`config.mk`:
```
export PLATFORM = sky130hd
export DESIGN_NAME = sparse_polynomial_add_merge_flat
export DESIGN_NICKNAME = d
export VERILOG_FILES = /design/src/rtl/spadd_pkg.sv /design/src/rtl/spadd_if.sv /design/src/rtl/spadd_term_store.sv /design/src/rtl/sparse_polynomial_add_merge.sv /design/src/flat_wrapper.sv
export SDC_FILE = /design/constraint.sdc
export NUM_CORES = 2
export LEC_CHECK = 0
export BUFFER_PORTS_ARGS = -buffer_cell sky130_fd_sc_hd__buf_2
export CORE_ASPECT_RATIO = 1.2
export CORE_UTILIZATION = 65
export DETAILED_ROUTE_END_ITERATION = 8
export PLACE_DENSITY = 0.82
export SYNTH_ARGS = -nofsm -noshare
export SYNTH_HDL_FRONTEND = slang
export SYNTH_HIERARCHICAL = 1
export SYNTH_SLANG_ARGS = --single-unit
```
`constraint.sdc`:
```
create_clock -name clk -period 8.55 [get_ports clk]
set_input_delay 0.4275 -clock clk [delete_from_list [all_inputs] [get_ports clk]]
set_output_delay 0.4275 -clock clk [all_outputs]
set_load 0.01 [all_outputs]
```
`src/rtl/spadd_pkg.sv`:
```
package spadd_pkg;

    localparam int TERMS_PER_POLY = 32;
    localparam int ADDR_W         = (TERMS_PER_POLY > 1) ? $clog2(TERMS_PER_POLY) : 1;
    localparam int CNT_W          = $clog2(TERMS_PER_POLY + 1);
    localparam int COEF_W         = 32;
    localparam int EXPON_W        = 16;
    localparam int REQ_W          = 2;

    localparam logic [CNT_W-1:0] CNT_FULL = CNT_W'(TERMS_PER_POLY);

    typedef enum logic [REQ_W-1:0] {
        REQ_LOAD_A = 2'd0,
        REQ_LOAD_B = 2'd1,
        REQ_MERGE  = 2'd2
    } req_code_t;

    typedef enum logic [1:0] {
        ST_IDLE,
        ST_READ,
        ST_EMIT,
        ST_EMPTY
    } state_t;

    typedef struct packed {
        logic signed [COEF_W-1:0] coef;
        logic [EXPON_W-1:0]       expon;
    } term_t;

    typedef struct packed {
        logic signed [COEF_W-1:0] coef;
        logic [EXPON_W-1:0]       expon;
        logic                     last_term;
        logic                     no_terms;
        logic                     terms_dropped;
    } result_t;

    // Saturating Q16.16 add
    function automatic logic signed [COEF_W-1:0] sat_add(
        input logic signed [COEF_W-1:0] x,
        input logic signed [COEF_W-1:0] y
    );
        logic signed [COEF_W:0] s;
        logic signed [COEF_W-1:0] r;
        s = {x[COEF_W-1], x} + {y[COEF_W-1], y};
        if (s[COEF_W] != s[COEF_W-1])
        begin
            r = s[COEF_W] ? {1'b1, {(COEF_W-1){1'b0}}} : {1'b0, {(COEF_W-1){1'b1}}};
        end
        else
        begin
            r = s[COEF_W-1:0];
        end
        return r;
    endfunction

endpackage

```
`src/rtl/spadd_if.sv`:
```
interface spadd_req_if
    import spadd_pkg::*;
();
    logic                     valid;
    logic                     ready;
    logic [REQ_W-1:0]         req_type;
    logic signed [COEF_W-1:0] term_coef;
    logic [EXPON_W-1:0]       term_expon;

    modport source (output valid, req_type, term_coef, term_expon, input ready);
    modport sink (input valid, req_type, term_coef, term_expon, output ready);
endinterface

interface spadd_rsp_if
    import spadd_pkg::*;
();
    logic                     valid;
    logic                     ready;
    logic signed [COEF_W-1:0] result_coef;
    logic [EXPON_W-1:0]       result_expon;
    logic                     last_term;
    logic                     no_terms;
    logic                     terms_dropped;

    modport source (output valid, result_coef, result_expon, last_term, no_terms,
                    terms_dropped, input ready);
    modport sink (input valid, result_coef, result_expon, last_term, no_terms,
                  terms_dropped, output ready);
endinterface

```
`src/rtl/spadd_term_store.sv`:
```
module spadd_term_store
    import spadd_pkg::*;
(
    input  logic              clk,
    input  logic              wr_en,
    input  logic [ADDR_W-1:0] wr_addr,
    input  term_t             wr_term,
    input  logic [ADDR_W-1:0] rd_addr,
    output term_t             rd_term
);

    term_t mem [TERMS_PER_POLY];
    term_t rd_term_reg;

    always_ff @(posedge clk)
    begin
        if (wr_en)
        begin
            mem[wr_addr] <= wr_term;
        end
        rd_term_reg <= mem[rd_addr];
    end

    assign rd_term = rd_term_reg;

endmodule

```
`src/rtl/sparse_polynomial_add_merge.sv`:
```
// Sparse polynomial adder.
// Requests arrive on 'request': type 0 loads a term (coefficient, exponent) into
// list A, type 1 into list B, type 2 merges; type 3 is taken and ignored. Each
// list holds TERMS_PER_POLY terms, expected in descending exponent order; a
// load into a full list is dropped and flagged on the next merge's results.
// A merge streams terms on 'result' in descending exponent order, matching
// exponents summed with saturation, then clears both lists and the drop flag.
// Both lists empty gives one result with no_terms set and all else zero.
// A merge steps through the states READ and EMIT for each term: READ for the
// synchronous read of both term memories, EMIT to compare and register the
// picked term, returning to IDLE after the last one.
// 'request' is accepted only in IDLE, between merges, so a merge blocks the
// input until its last result is registered.
// A stalled receiver holds the output register and the merge waits on it.
// Reset (rst_n, asynchronous) empties both lists and clears the drop flag;
// memory contents are not cleared and need no clearing pass.
module sparse_polynomial_add_merge
    import spadd_pkg::*;
(
    input  logic         clk,
    input  logic         rst_n,
    spadd_req_if.sink    request,
    spadd_rsp_if.source  result
);

    state_t state_reg, state_next;
    logic [CNT_W-1:0] a_cnt_reg, b_cnt_reg;
    logic [CNT_W-1:0] ia_reg, ib_reg;
    logic             drop_reg;
    logic             out_valid_reg;
    result_t          out_reg;

    term_t a_rd, b_rd, wr_term;
    logic  a_we, b_we;
    logic  req_fire, is_merge, a_full, b_full;
    logic  out_free, emit_step, empty_fire, finish;
    logic  a_left, b_left, take_a, take_b, last;
    logic [CNT_W-1:0] ia_step, ib_step;
    logic signed [COEF_W-1:0] pick_coef;
    logic [EXPON_W-1:0]       pick_expon;

    assign wr_term.coef  = request.term_coef;
    assign wr_term.expon = request.term_expon;

    spadd_term_store u_store_a (
        .clk     (clk),
        .wr_en   (a_we),
        .wr_addr (a_cnt_reg[ADDR_W-1:0]),
        .wr_term (wr_term),
        .rd_addr (ia_reg[ADDR_W-1:0]),
        .rd_term (a_rd)
    );

    spadd_term_store u_store_b (
        .clk     (clk),
        .wr_en   (b_we),
        .wr_addr (b_cnt_reg[ADDR_W-1:0]),
        .wr_term (wr_term),
        .rd_addr (ib_reg[ADDR_W-1:0]),
        .rd_term (b_rd)
    );

    assign req_fire = request.valid && request.ready;
    assign is_merge = (request.req_type == REQ_MERGE);
    assign a_full   = (a_cnt_reg == CNT_FULL);
    assign b_full   = (b_cnt_reg == CNT_FULL);
    assign out_free = !out_valid_reg || result.ready;

    // Merge step: pick the larger exponent, or both when equal
    always_comb
    begin
        a_left = (ia_reg < a_cnt_reg);
        b_left = (ib_reg < b_cnt_reg);
        take_a = a_left && (!b_left || (a_rd.expon >= b_rd.expon));
        take_b = b_left && (!a_left || (b_rd.expon >= a_rd.expon));
        if (take_a && take_b)
        begin
            pick_coef = sat_add(a_rd.coef, b_rd.coef);
        end
        else if (take_a)
        begin
            pick_coef = a_rd.coef;
        end
        else
        begin
            pick_coef = b_rd.coef;
        end
        pick_expon = take_a ? a_rd.expon : b_rd.expon;
        ia_step    = ia_reg + CNT_W'(take_a);
        ib_step    = ib_reg + CNT_W'(take_b);
        last       = (ia_step == a_cnt_reg) && (ib_step == b_cnt_reg);
    end

    always_comb
    begin
        state_next = state_reg;
        case (state_reg)
            ST_IDLE:
            begin
                if (req_fire && is_merge)
                begin
                    if ((a_cnt_reg == '0) && (b_cnt_reg == '0))
                    begin
                        state_next = ST_EMPTY;
                    end
                    else
                    begin
                        state_next = ST_READ;
                    end
                end
            end
            ST_READ:
            begin
                state_next = ST_EMIT;
            end
            ST_EMIT:
            begin
                if (out_free)
                begin
                    state_next = last ? ST_IDLE : ST_READ;
                end
            end
            ST_EMPTY:
            begin
                if (out_free)
                begin
                    state_next = ST_IDLE;
                end
            end
            default:
            begin
                state_next = ST_IDLE;
            end
        endcase
    end

    always_comb
    begin
        request.ready = (state_reg == ST_IDLE);
        a_we          = req_fire && (request.req_type == REQ_LOAD_A) && !a_full;
        b_we          = req_fire && (request.req_type == REQ_LOAD_B) && !b_full;
        emit_step     = (state_reg == ST_EMIT) && out_free;
        empty_fire    = (state_reg == ST_EMPTY) && out_free;
        finish        = (emit_step && last) || empty_fire;
    end

    always_ff @(posedge clk or negedge rst_n)
    begin
        if (!rst_n)
        begin
            state_reg     <= ST_IDLE;
            a_cnt_reg     <= '0;
            b_cnt_reg     <= '0;
            ia_reg        <= '0;
            ib_reg        <= '0;
            drop_reg      <= 1'b0;
            out_valid_reg <= 1'b0;
        end
        else
        begin
            state_reg <= state_next;
            if (finish)
            begin
                a_cnt_reg <= '0;
                b_cnt_reg <= '0;
                ia_reg    <= '0;
                ib_reg    <= '0;
                drop_reg  <= 1'b0;
            end
            else
            begin
                if (a_we)
                begin
                    a_cnt_reg <= a_cnt_reg + 1'b1;
                end
                if (b_we)
                begin
                    b_cnt_reg <= b_cnt_reg + 1'b1;
                end
                if (req_fire && (((request.req_type == REQ_LOAD_A) && a_full) ||
                                 ((request.req_type == REQ_LOAD_B) && b_full)))
                begin
                    drop_reg <= 1'b1;
                end
                if (emit_step)
                begin
                    ia_reg <= ia_step;
                    ib_reg <= ib_step;
                end
            end
            if (emit_step || empty_fire)
            begin
                out_valid_reg <= 1'b1;
            end
            else if (result.ready)
            begin
                out_valid_reg <= 1'b0;
            end
        end
    end

    always_ff @(posedge clk)
    begin
        if (emit_step)
        begin
            out_reg.coef          <= pick_coef;
            out_reg.expon         <= pick_expon;
            out_reg.last_term     <= last;
            out_reg.no_terms      <= 1'b0;
            out_reg.terms_dropped <= drop_reg;
        end
        else if (empty_fire)
        begin
            out_reg.coef          <= '0;
            out_reg.expon         <= '0;
            out_reg.last_term     <= 1'b0;
            out_reg.no_terms      <= 1'b1;
            out_reg.terms_dropped <= 1'b0;
        end
    end

    assign result.valid         = out_valid_reg;
    assign result.result_coef   = out_reg.coef;
    assign result.result_expon  = out_reg.expon;
    assign result.last_term     = out_reg.last_term;
    assign result.no_terms      = out_reg.no_terms;
    assign result.terms_dropped = out_reg.terms_dropped;

endmodule

```
`src/flat_wrapper.sv`:
```
// flat-port wrapper written by rule: the top's interface ports become plain ports
module sparse_polynomial_add_merge_flat import spadd_pkg::*;
  (clk, rst_n, request_valid, request_req_type, request_term_coef, request_term_expon, request_ready, result_valid, result_result_coef, result_result_expon, result_last_term, result_no_terms, result_terms_dropped, result_ready);
  spadd_req_if request_i ();
  spadd_rsp_if result_i ();
  input  logic clk;
  input  logic rst_n;
  input wire logic [$bits(request_i.valid)-1:0] request_valid;
  input wire logic [$bits(request_i.req_type)-1:0] request_req_type;
  input wire logic [$bits(request_i.term_coef)-1:0] request_term_coef;
  input wire logic [$bits(request_i.term_expon)-1:0] request_term_expon;
  output wire logic [$bits(request_i.ready)-1:0] request_ready;
  output wire logic [$bits(result_i.valid)-1:0] result_valid;
  output wire logic [$bits(result_i.result_coef)-1:0] result_result_coef;
  output wire logic [$bits(result_i.result_expon)-1:0] result_result_expon;
  output wire logic [$bits(result_i.last_term)-1:0] result_last_term;
  output wire logic [$bits(result_i.no_terms)-1:0] result_no_terms;
  output wire logic [$bits(result_i.terms_dropped)-1:0] result_terms_dropped;
  input wire logic [$bits(result_i.ready)-1:0] result_ready;
  assign request_i.valid = request_valid;
  assign request_i.req_type = request_req_type;
  assign request_i.term_coef = request_term_coef;
  assign request_i.term_expon = request_term_expon;
  assign request_ready = request_i.ready;
  assign result_valid = result_i.valid;
  assign result_result_coef = result_i.result_coef;
  assign result_result_expon = result_i.result_expon;
  assign result_last_term = result_i.last_term;
  assign result_no_terms = result_i.no_terms;
  assign result_terms_dropped = result_i.terms_dropped;
  assign result_i.ready = result_ready;
  sparse_polynomial_add_merge u_core (.clk(clk), .rst_n(rst_n), .request(request_i), .result(result_i));
endmodule
```
Word level (Yosys, flattened, before mapping) --
Memories as Yosys holds them, arrays and structs flattened. A register that Yosys moved wholly into a read port is not among the register bits. Index checks and enable logic that the tools add are counted. Widths: inputs -> output; s select.
Word-level totals: bits in writable memories 3072, memories kept 2, output and inout port bits 53, word-level logic and storage cells 104, bits in registers 79, input bits 54
Memory list:
- u_core.u_store_a.mem | words 32, bits a word 48, rd ports 1, clocked after Yosys merged registers in 1, wr ports 1, RTL line spadd_term_store.sv:12 | term_t mem [TERMS_PER_POLY];
- u_core.u_store_b.mem | words 32, bits a word 48, rd ports 1, clocked after Yosys merged registers in 1, wr ports 1, RTL line spadd_term_store.sv:12
Cells by class: equality and inequality tests 13, order comparisons 4, reduce and logical (&&, ||, !) cells 39, muxes and demuxes 29, add/subtract/negate cells 5
Operators by type and width (number):
- $mux 32 | 4
- $mux 51 | 2
- $mux 6 | 8
- $add 32x32->33 | 1
- $ge 16x16->1 | 2
- $logic_and 1x1->1 | 17
- $mux 16 | 1
- $add 6x1->6 | 2
- $add 6x1->6 const B | 2
- $eq 6x6->1 | 2
- $eq 6x6->1 const B | 2
- $logic_not 6->1 | 2
- $lt 6x6->1 | 2
- $reduce_bool 2->1 | 6
- $mux 1 | 9
- $mux 2 | 4
- $pmux 2 s4 | 1
- $eq 2x2->1 const B | 3
- $logic_or 1x1->1 | 6
- $logic_not 1->1 | 5
- $eq 2x1->1 const B | 2
- $logic_not 2->1 | 2
- $ne 2x1->1 const B | 2
- $reduce_and 3->1 | 1
- 2 further kinds | 2

Logic depth before layout (Yosys ltp) --
depth in word-level cells 10, mapped depth 21, depth with buffers taken out 19

Hierarchy --
Netlist, hierarchy kept.
Modules (own cells, without submodules):
- spadd_term_store | area an instance 60724.5 sq um, cells each 3364, seq. area each 47085.2 sq um, instances 2
- sparse_polynomial_add_merge | area an instance 6812.8 sq um, cells each 754, seq. area each 2222.1 sq um, instances 1

Worst setup path after synthesis --
Ideal clock, no wire load.
kind register to register, start point register u_core.state_reg[0], end point memory u_core/u_store_b/mem[12][0] (netlist name) (enable), data required time 8.096 ns, buffers on the path 2, clock period less this slack 4.580 ns, setup time 0.454 ns, setup slack 3.970 ns, stages on the path, launching flop included 8, arrival 4.126 ns, cells stage by stage dfrtp_1 clkbuf_1 nor4b_1 nand2_1 a21oi_1 or3b_2 clkbuf_1 nor2_1
Between the ends: word-level cells in the longest chain between the ends 6
Ends and longest elaborated chain:
- start, declared | RTL line sparse_polynomial_add_merge.sv:26 | state_t state_reg, state_next;
- start signal, assigned | RTL line sparse_polynomial_add_merge.sv:161 | state_reg <= state_next;
- $logic_not 2->1 | RTL line sparse_polynomial_add_merge.sv:139 | request.ready = (state_reg == ST_IDLE);
- $logic_and 1x1->1 | RTL line sparse_polynomial_add_merge.sv:63 | assign req_fire = request.valid && request.ready;
- $logic_and 1x1->1 (2 in series) | RTL line sparse_polynomial_add_merge.sv:141 | b_we = req_fire && (request.req_type == REQ_LOAD_B) && !b_full;
- named net u_core.b_we | RTL line sparse_polynomial_add_merge.sv:34 | logic a_we, b_we;
- $mux 1 | RTL line spadd_term_store.sv:17 | if (wr_en)
- $mux 1 (implied by the code) | RTL line spadd_term_store.sv:19 | mem[wr_addr] <= wr_term;
- end, declared | RTL line spadd_term_store.sv:12
The timed path passes the listed nets, and every way through them passes these cells.

Worst setup path after layout --
start point register u_core.ib_reg[0], end point register u_core.b_cnt_reg[2]
Between the ends: word-level cells in the longest chain between the ends 10, elaborated cells on any way between the ends 14, those cells by class 2 x add/sub; 1 x order compare; 2 x eq/ne; 1 x mux; 8 x reduce/logical
Ends and longest elaborated chain:
- start, declared | RTL line sparse_polynomial_add_merge.sv:28 | logic [CNT_W-1:0] ia_reg, ib_reg;
- start signal, assigned | RTL line sparse_polynomial_add_merge.sv:188 | ib_reg <= ib_step;
- $lt 6x6->1 | RTL line sparse_polynomial_add_merge.sv:73 | b_left = (ib_reg < b_cnt_reg);
- $logic_not 1->1 | RTL line sparse_polynomial_add_merge.sv:74 | take_a = a_left && (!b_left || (a_rd.expon >= b_rd.expon));
- $logic_or 1x1->1 | RTL line sparse_polynomial_add_merge.sv:74
- $logic_and 1x1->1 | RTL line sparse_polynomial_add_merge.sv:74
- $add 6x1->6 | RTL line sparse_polynomial_add_merge.sv:89 | ia_step = ia_reg + CNT_W'(take_a);
- $eq 6x6->1 | RTL line sparse_polynomial_add_merge.sv:91 | last = (ia_step == a_cnt_reg) && (ib_step == b_cnt_reg);
- $logic_and 1x1->1 * | RTL line sparse_polynomial_add_merge.sv:91
- $logic_and 1x1->1 * | RTL line sparse_polynomial_add_merge.sv:144 | finish = (emit_step && last) || empty_fire;
- $logic_or 1x1->1 * | RTL line sparse_polynomial_add_merge.sv:144
- $mux 6 or $reduce_bool 2->1 (tied branches)
- end signal, assigned | RTL line sparse_polynomial_add_merge.sv:178 | b_cnt_reg <= b_cnt_reg + 1'b1;
- end, declared | RTL line sparse_polynomial_add_merge.sv:27 | logic [CNT_W-1:0] a_cnt_reg, b_cnt_reg;
Mark *: on every way between the ends. The rest lies on a longest branch, timed or not. A chain may end at the register's enable or synchronous reset.

==> flow_results.org <==
** Outcome
- The flow ran to the end, and the final reports show no timing, DRC or antenna violations.

** Timing
- Setup TNS :: 0 ns
- After layout, the worst setup slack is 2.75 ns.
- Static timing analysis puts the maximum clock frequency at 173 MHz.
- Post-route minimum period :: 5.80 ns
- The final count of hold timing violations is 0.
- The final critical path takes up 67.8% of the cycle.
- Final Max Tran Viols :: 0
- Setup violations remaining at the end of the flow were counted as 0.
- Worst relative slew slack :: 12.7%
- At the pin with the least slew margin, the transition time is 1.31 ns.
- Setup repair after global routing left no endpoint under its margin.
- Between clock sinks in the finished design, the worst skew comes to 0.0465 ns.

** Layout
- Compared with the post-synthesis result, the final layout area differs by 9.64%.
- In the final design database the tool counted 7,730 nets.
- Finished layout cell area :: 141,000 µm²
- The largest registers in the layout are u_core/u_store_a/mem (1536), u_core/u_store_b/mem (1536).
- Fill cells in the final layout number 11.3k.
- Proportion of layout cells with a drive suffix above 1 :: 9.63%

** Power and ir drop
- For this design the ratio of total power to cell area is 300 nW/µm².
- Total chip power :: 42.2 mW
- Cell internal power was estimated by the tool at 29.5 mW.
- Fraction of power consumed by the clock network :: 31.0%
- Leakage dissipation :: 46.4 nW
- In this run switching power makes up 30.0% of total power.
- The analysis attributes to net switching a power of 12.7 mW.
- Worst vdd rail ir drop :: 0.349 mV
- The share of total power dissipated in combinational logic is 24.7%.
- Sequential cells burn 44.3% of the power.

** Worst setup path
- The worst setup path is of the reg -> reg kind.
- In this run the critical register-to-register path is launched from u_core/ib_reg[0].
- Type of origin of the critical path :: register
- WP data required :: 9.29 ns
- Path depth of the worst reg2reg path :: 14
- CP Data Arrival Time :: 6.54 ns
- Launch point of the worst path :: u_core/ib_reg[0]
- Following the worst setup path forward leads to its endpoint at u_core/b_cnt_reg[2].
- The worst setup path is captured at a register.
- Worst setup slack for register-to-register paths :: 2.75 ns
- Along the worst path, the maximum fanout reaches 56.
- Endpoint of the lowest-slack register-to-register path :: u_core/b_cnt_reg[2]

** Route
- In this run the remaining antenna-violating nets after routing total 0.
- Iteration count of the initial detailed-routing pass :: 8
- Wires add up to 331,000 µm.
- Total number of vias :: 71.8k
- Average wire per cell in the routed design :: 31.6 µm
- Average vias per placed instance :: 6.87
- For this block, the initial DRC count from the detailed router was 10.5k.
- For this run, design rule violations remaining after detail routing come to 0.

** Clock tree
- After clock tree synthesis, the setup repair step added 0 buffers.
- Clock sink count :: 3,247
- Hold buffer count at CTS :: 4
- TritonCTS created 306 clock buffers.
- Maximum clock insertion buffer count :: 4
- Once the clock tree was built, the resizer swapped 0 gates to a different size.
- Clock Tree Root :: clkbuf_16
- Latest clock arrival within the worst-skew pair :: 0.95 ns
- CTS tree :: yes
- The H-tree generated during clock tree synthesis spans 5 levels.
- Clock transition time at the flip-flop clock pins of the worst setup and hold paths :: 0.06 ns

** Logic synthesis
- Largest area contributor in the synthesized netlist :: edfxtp_1
- Number of flops mapped to enable cells by yosys :: 3,122
- Distinct cell type count after synthesis :: 77
- By area the synthesized netlist is led by edfxtp_1, mux2i_1, a22oi_1.
- For this run, the register share of the synthesized area comes to 75.2%.
- Synthesized Nets :: 7,604
- Synthesized netlist cell count :: 7,482
- Mean area per synthesized cell :: 17.1 µm²
- For this run, the number of Yosys warnings is 6.
- After synthesis the netlist holds a flip-flop and latch count of 3,247.
- Proportion of synthesized flip-flops having asynchronous set or reset :: 0.862%
- In this run the biggest area consumer among cell types represents 73.1% of the synthesized area.
- Among all flip-flop cells after synthesis, the most frequent one is edfxtp_1.
- Cell area after synthesis :: 128,000 µm²

** Worst hold path
- The worst hold path belongs to the class in -> reg.

** Placed design
- Count of input and output buffers :: 106
- In this run the cell area measured after placement is 131,000 µm².
- Global placement routability congestion :: 0.906
- Worst slack after detailed placement :: 2.85 ns
- Final HPWL from detailed placement :: 170,000 µm

** Global routing
- Total GRT Usage :: 32.8%
- Remaining Overflow, GRT :: 0
- The number of global-route vias before repair was 70.5k.
- The first global-routing pass estimated 471,000 µm of wire.
- Pin count of the biggest net entering global routing :: 147
- Initial antenna violation count :: 37

** Run
- The tool flagged a number of max-cap violations equal to 0.

** Floorplanning
- Pin placement for this block handled 107 I/O pins.
- Count of standard-cell rows :: 178
- Die area :: 199,000 µm²
- For this configuration, the core starts out at a cell density of 65.4%.
- The region available for standard cell placement spans 196,000 µm².
- In this run the horizontal extent of the chip is 408 µm.
- From bottom edge to top edge, the die measures 489 µm.
## cells by family (layout without fill, tap and decap cells)
group | Yosys count | after routing | share of synthesized area, %
adders and majority gates | 68 | 68 | 0.669
and+or+nand+nor | 1015 | 1015 | 3.67
AOI/OAI and AO/OA | 1072 | 1072 | 5.70
other | 0 | 15 | 0
DFF | 3247 | 3247 | 75.2
muxes | 1560 | 1560 | 12.2
buffers and inverters | 459 | 806 | 2.22
xor gates and xnor gates | 61 | 61 | 0.417
## cell usage in the layout (no fill, tap or decap), types with 11 or more instances in the layout
cell,synthesis,layout
mux2i_1,1557,1557
nand3_1,309,309
nor2b_1,25,23
ha_1,67,67
clkinv_2,0,53
buf_12,0,14
a211oi_1,43,43
dfrtp_1,28,26
nor2_4,0,66
clkinv_1,0,43
buf_4,79,109
xnor2_1,36,36
nand2_1,350,348
a22oi_1,290,290
bufinv_16,0,23
or3_1,12,12
o21ai_0,43,43
buf_2,93,106
diode_2,0,15
nor3_1,108,108
a21o_1,11,11
clkbuf_16,0,313
a21oi_1,343,342
clkbuf_8,0,11
a22o_1,193,193
nand2b_1,15,11
xor2_1,25,25
a31oi_1,102,102
nand4_1,17,17
nor2_1,126,59
clkbuf_1,136,74
inv_1,43,42
dfxtp_1,97,97
edfxtp_1,3122,3122
## layer usage
| layer | vias to the layer above | track usage (%) | share of wire (%) | wire (µm) |
|---|---|---|---|---|
| met5 | - | 0 | 0.035 | 117 |
| met4 | 18 | 14.4 | 4.9 | 16300 |
| met3 | 1015 | 6.07 | 11 | 36500 |
| met2 | 5144 | 54.7 | 49 | 162000 |
| met1 | 35900 | 42.3 | 35 | 116000 |
| li1 | 29700 | - | - | - |
## final cells by class
| class | instances | area [µm²] | share of cell area (%) |
|---|---|---|---|
| Sequential cell | 3247 | 96400 | 68.6 |
| Multi-Input combinational cell | 3776 | 29600 | 21.1 |
| Clock buffer | 398 | 8260 | 5.87 |
| Tap cell | 2610 | 3270 | 2.32 |
| Timing Repair Buffer | 233 | 1670 | 1.19 |
| Clock inverter | 131 | 1210 | 0.864 |
| Inverter | 44 | 166 | 0.118 |
| Antenna cell | 15 | 37.5 | 0.0267 |
## worst min path at each step
stage / from / end / slack, ns / depth (start not counted)
after floorplan: rst_n / u_core/a_cnt_reg[0] / 0.13 / 0
after global placement: u_core/drop_reg / u_core/drop_reg / 0.48 / 2
after detailed placement: u_core/drop_reg / u_core/drop_reg / 0.50 / 2
after CTS: request_valid / u_core/state_reg[0] / 0.02 / 3
after global routing: request_valid / u_core/state_reg[0] / 0.09 / 3
final: request_valid / u_core/state_reg[0] / 0.09 / 3
## power by group through the flow
stage / combinational [mW] / sequential [mW] / clock, mW
floorplan: 7.82 / 18.6 / 0
global placement: 9.93 / 18.9 / 0
detailed placement: 10.1 / 19.0 / 0
CTS: 10.2 / 18.6 / 13.1
global route: 11.0 / 18.7 / 13.7
finish: 10.4 / 18.7 / 13.1
## metrics by stage
step                hold WS, ns  instances  util, %
finish                   0.0914      10500     71.8
global route             0.0917      10400     71.7
CTS                      0.0246      10400     71.7
detailed placement        0.500       9906     66.9
global placement          0.485       9906     66.9
floorplan                 0.132       7482        -
## worst max-delay path, cell delays in order, from the launching register on
cell and delay, ns:
dfrtp_4 1.13, nand2b_2 0.30, a2111oi_4 0.08, o31ai_4 0.51, nor2_1 0.16, a21oi_4 0.75, ha_1 0.28, ha_1 0.25
xor2_1 0.17, nor4_1 0.32, nand4_1 0.15, nor3_1 0.40, nor2_1 0.09, nor2_1 0.84, nor2_1 0.14
## cells in the mapped netlist (17+ instances only)
master and number:
clkbuf_1 136, xnor2_1 36, nor2_1 126, buf_4 79, a211oi_1 43, nand4_1 17
dfrtp_1 28, a22o_1 193, inv_1 43, buf_2 93, nand2_1 350, dfxtp_1 97
nor3_1 108, edfxtp_1 3122, o21ai_0 43, xor2_1 25, a31oi_1 102, nand3_1 309
ha_1 67, mux2i_1 1557, a22oi_1 290, buf_6 87, a21oi_1 343, nor2b_1 25
Note: power is estimated with default switching activity, not from simulation.
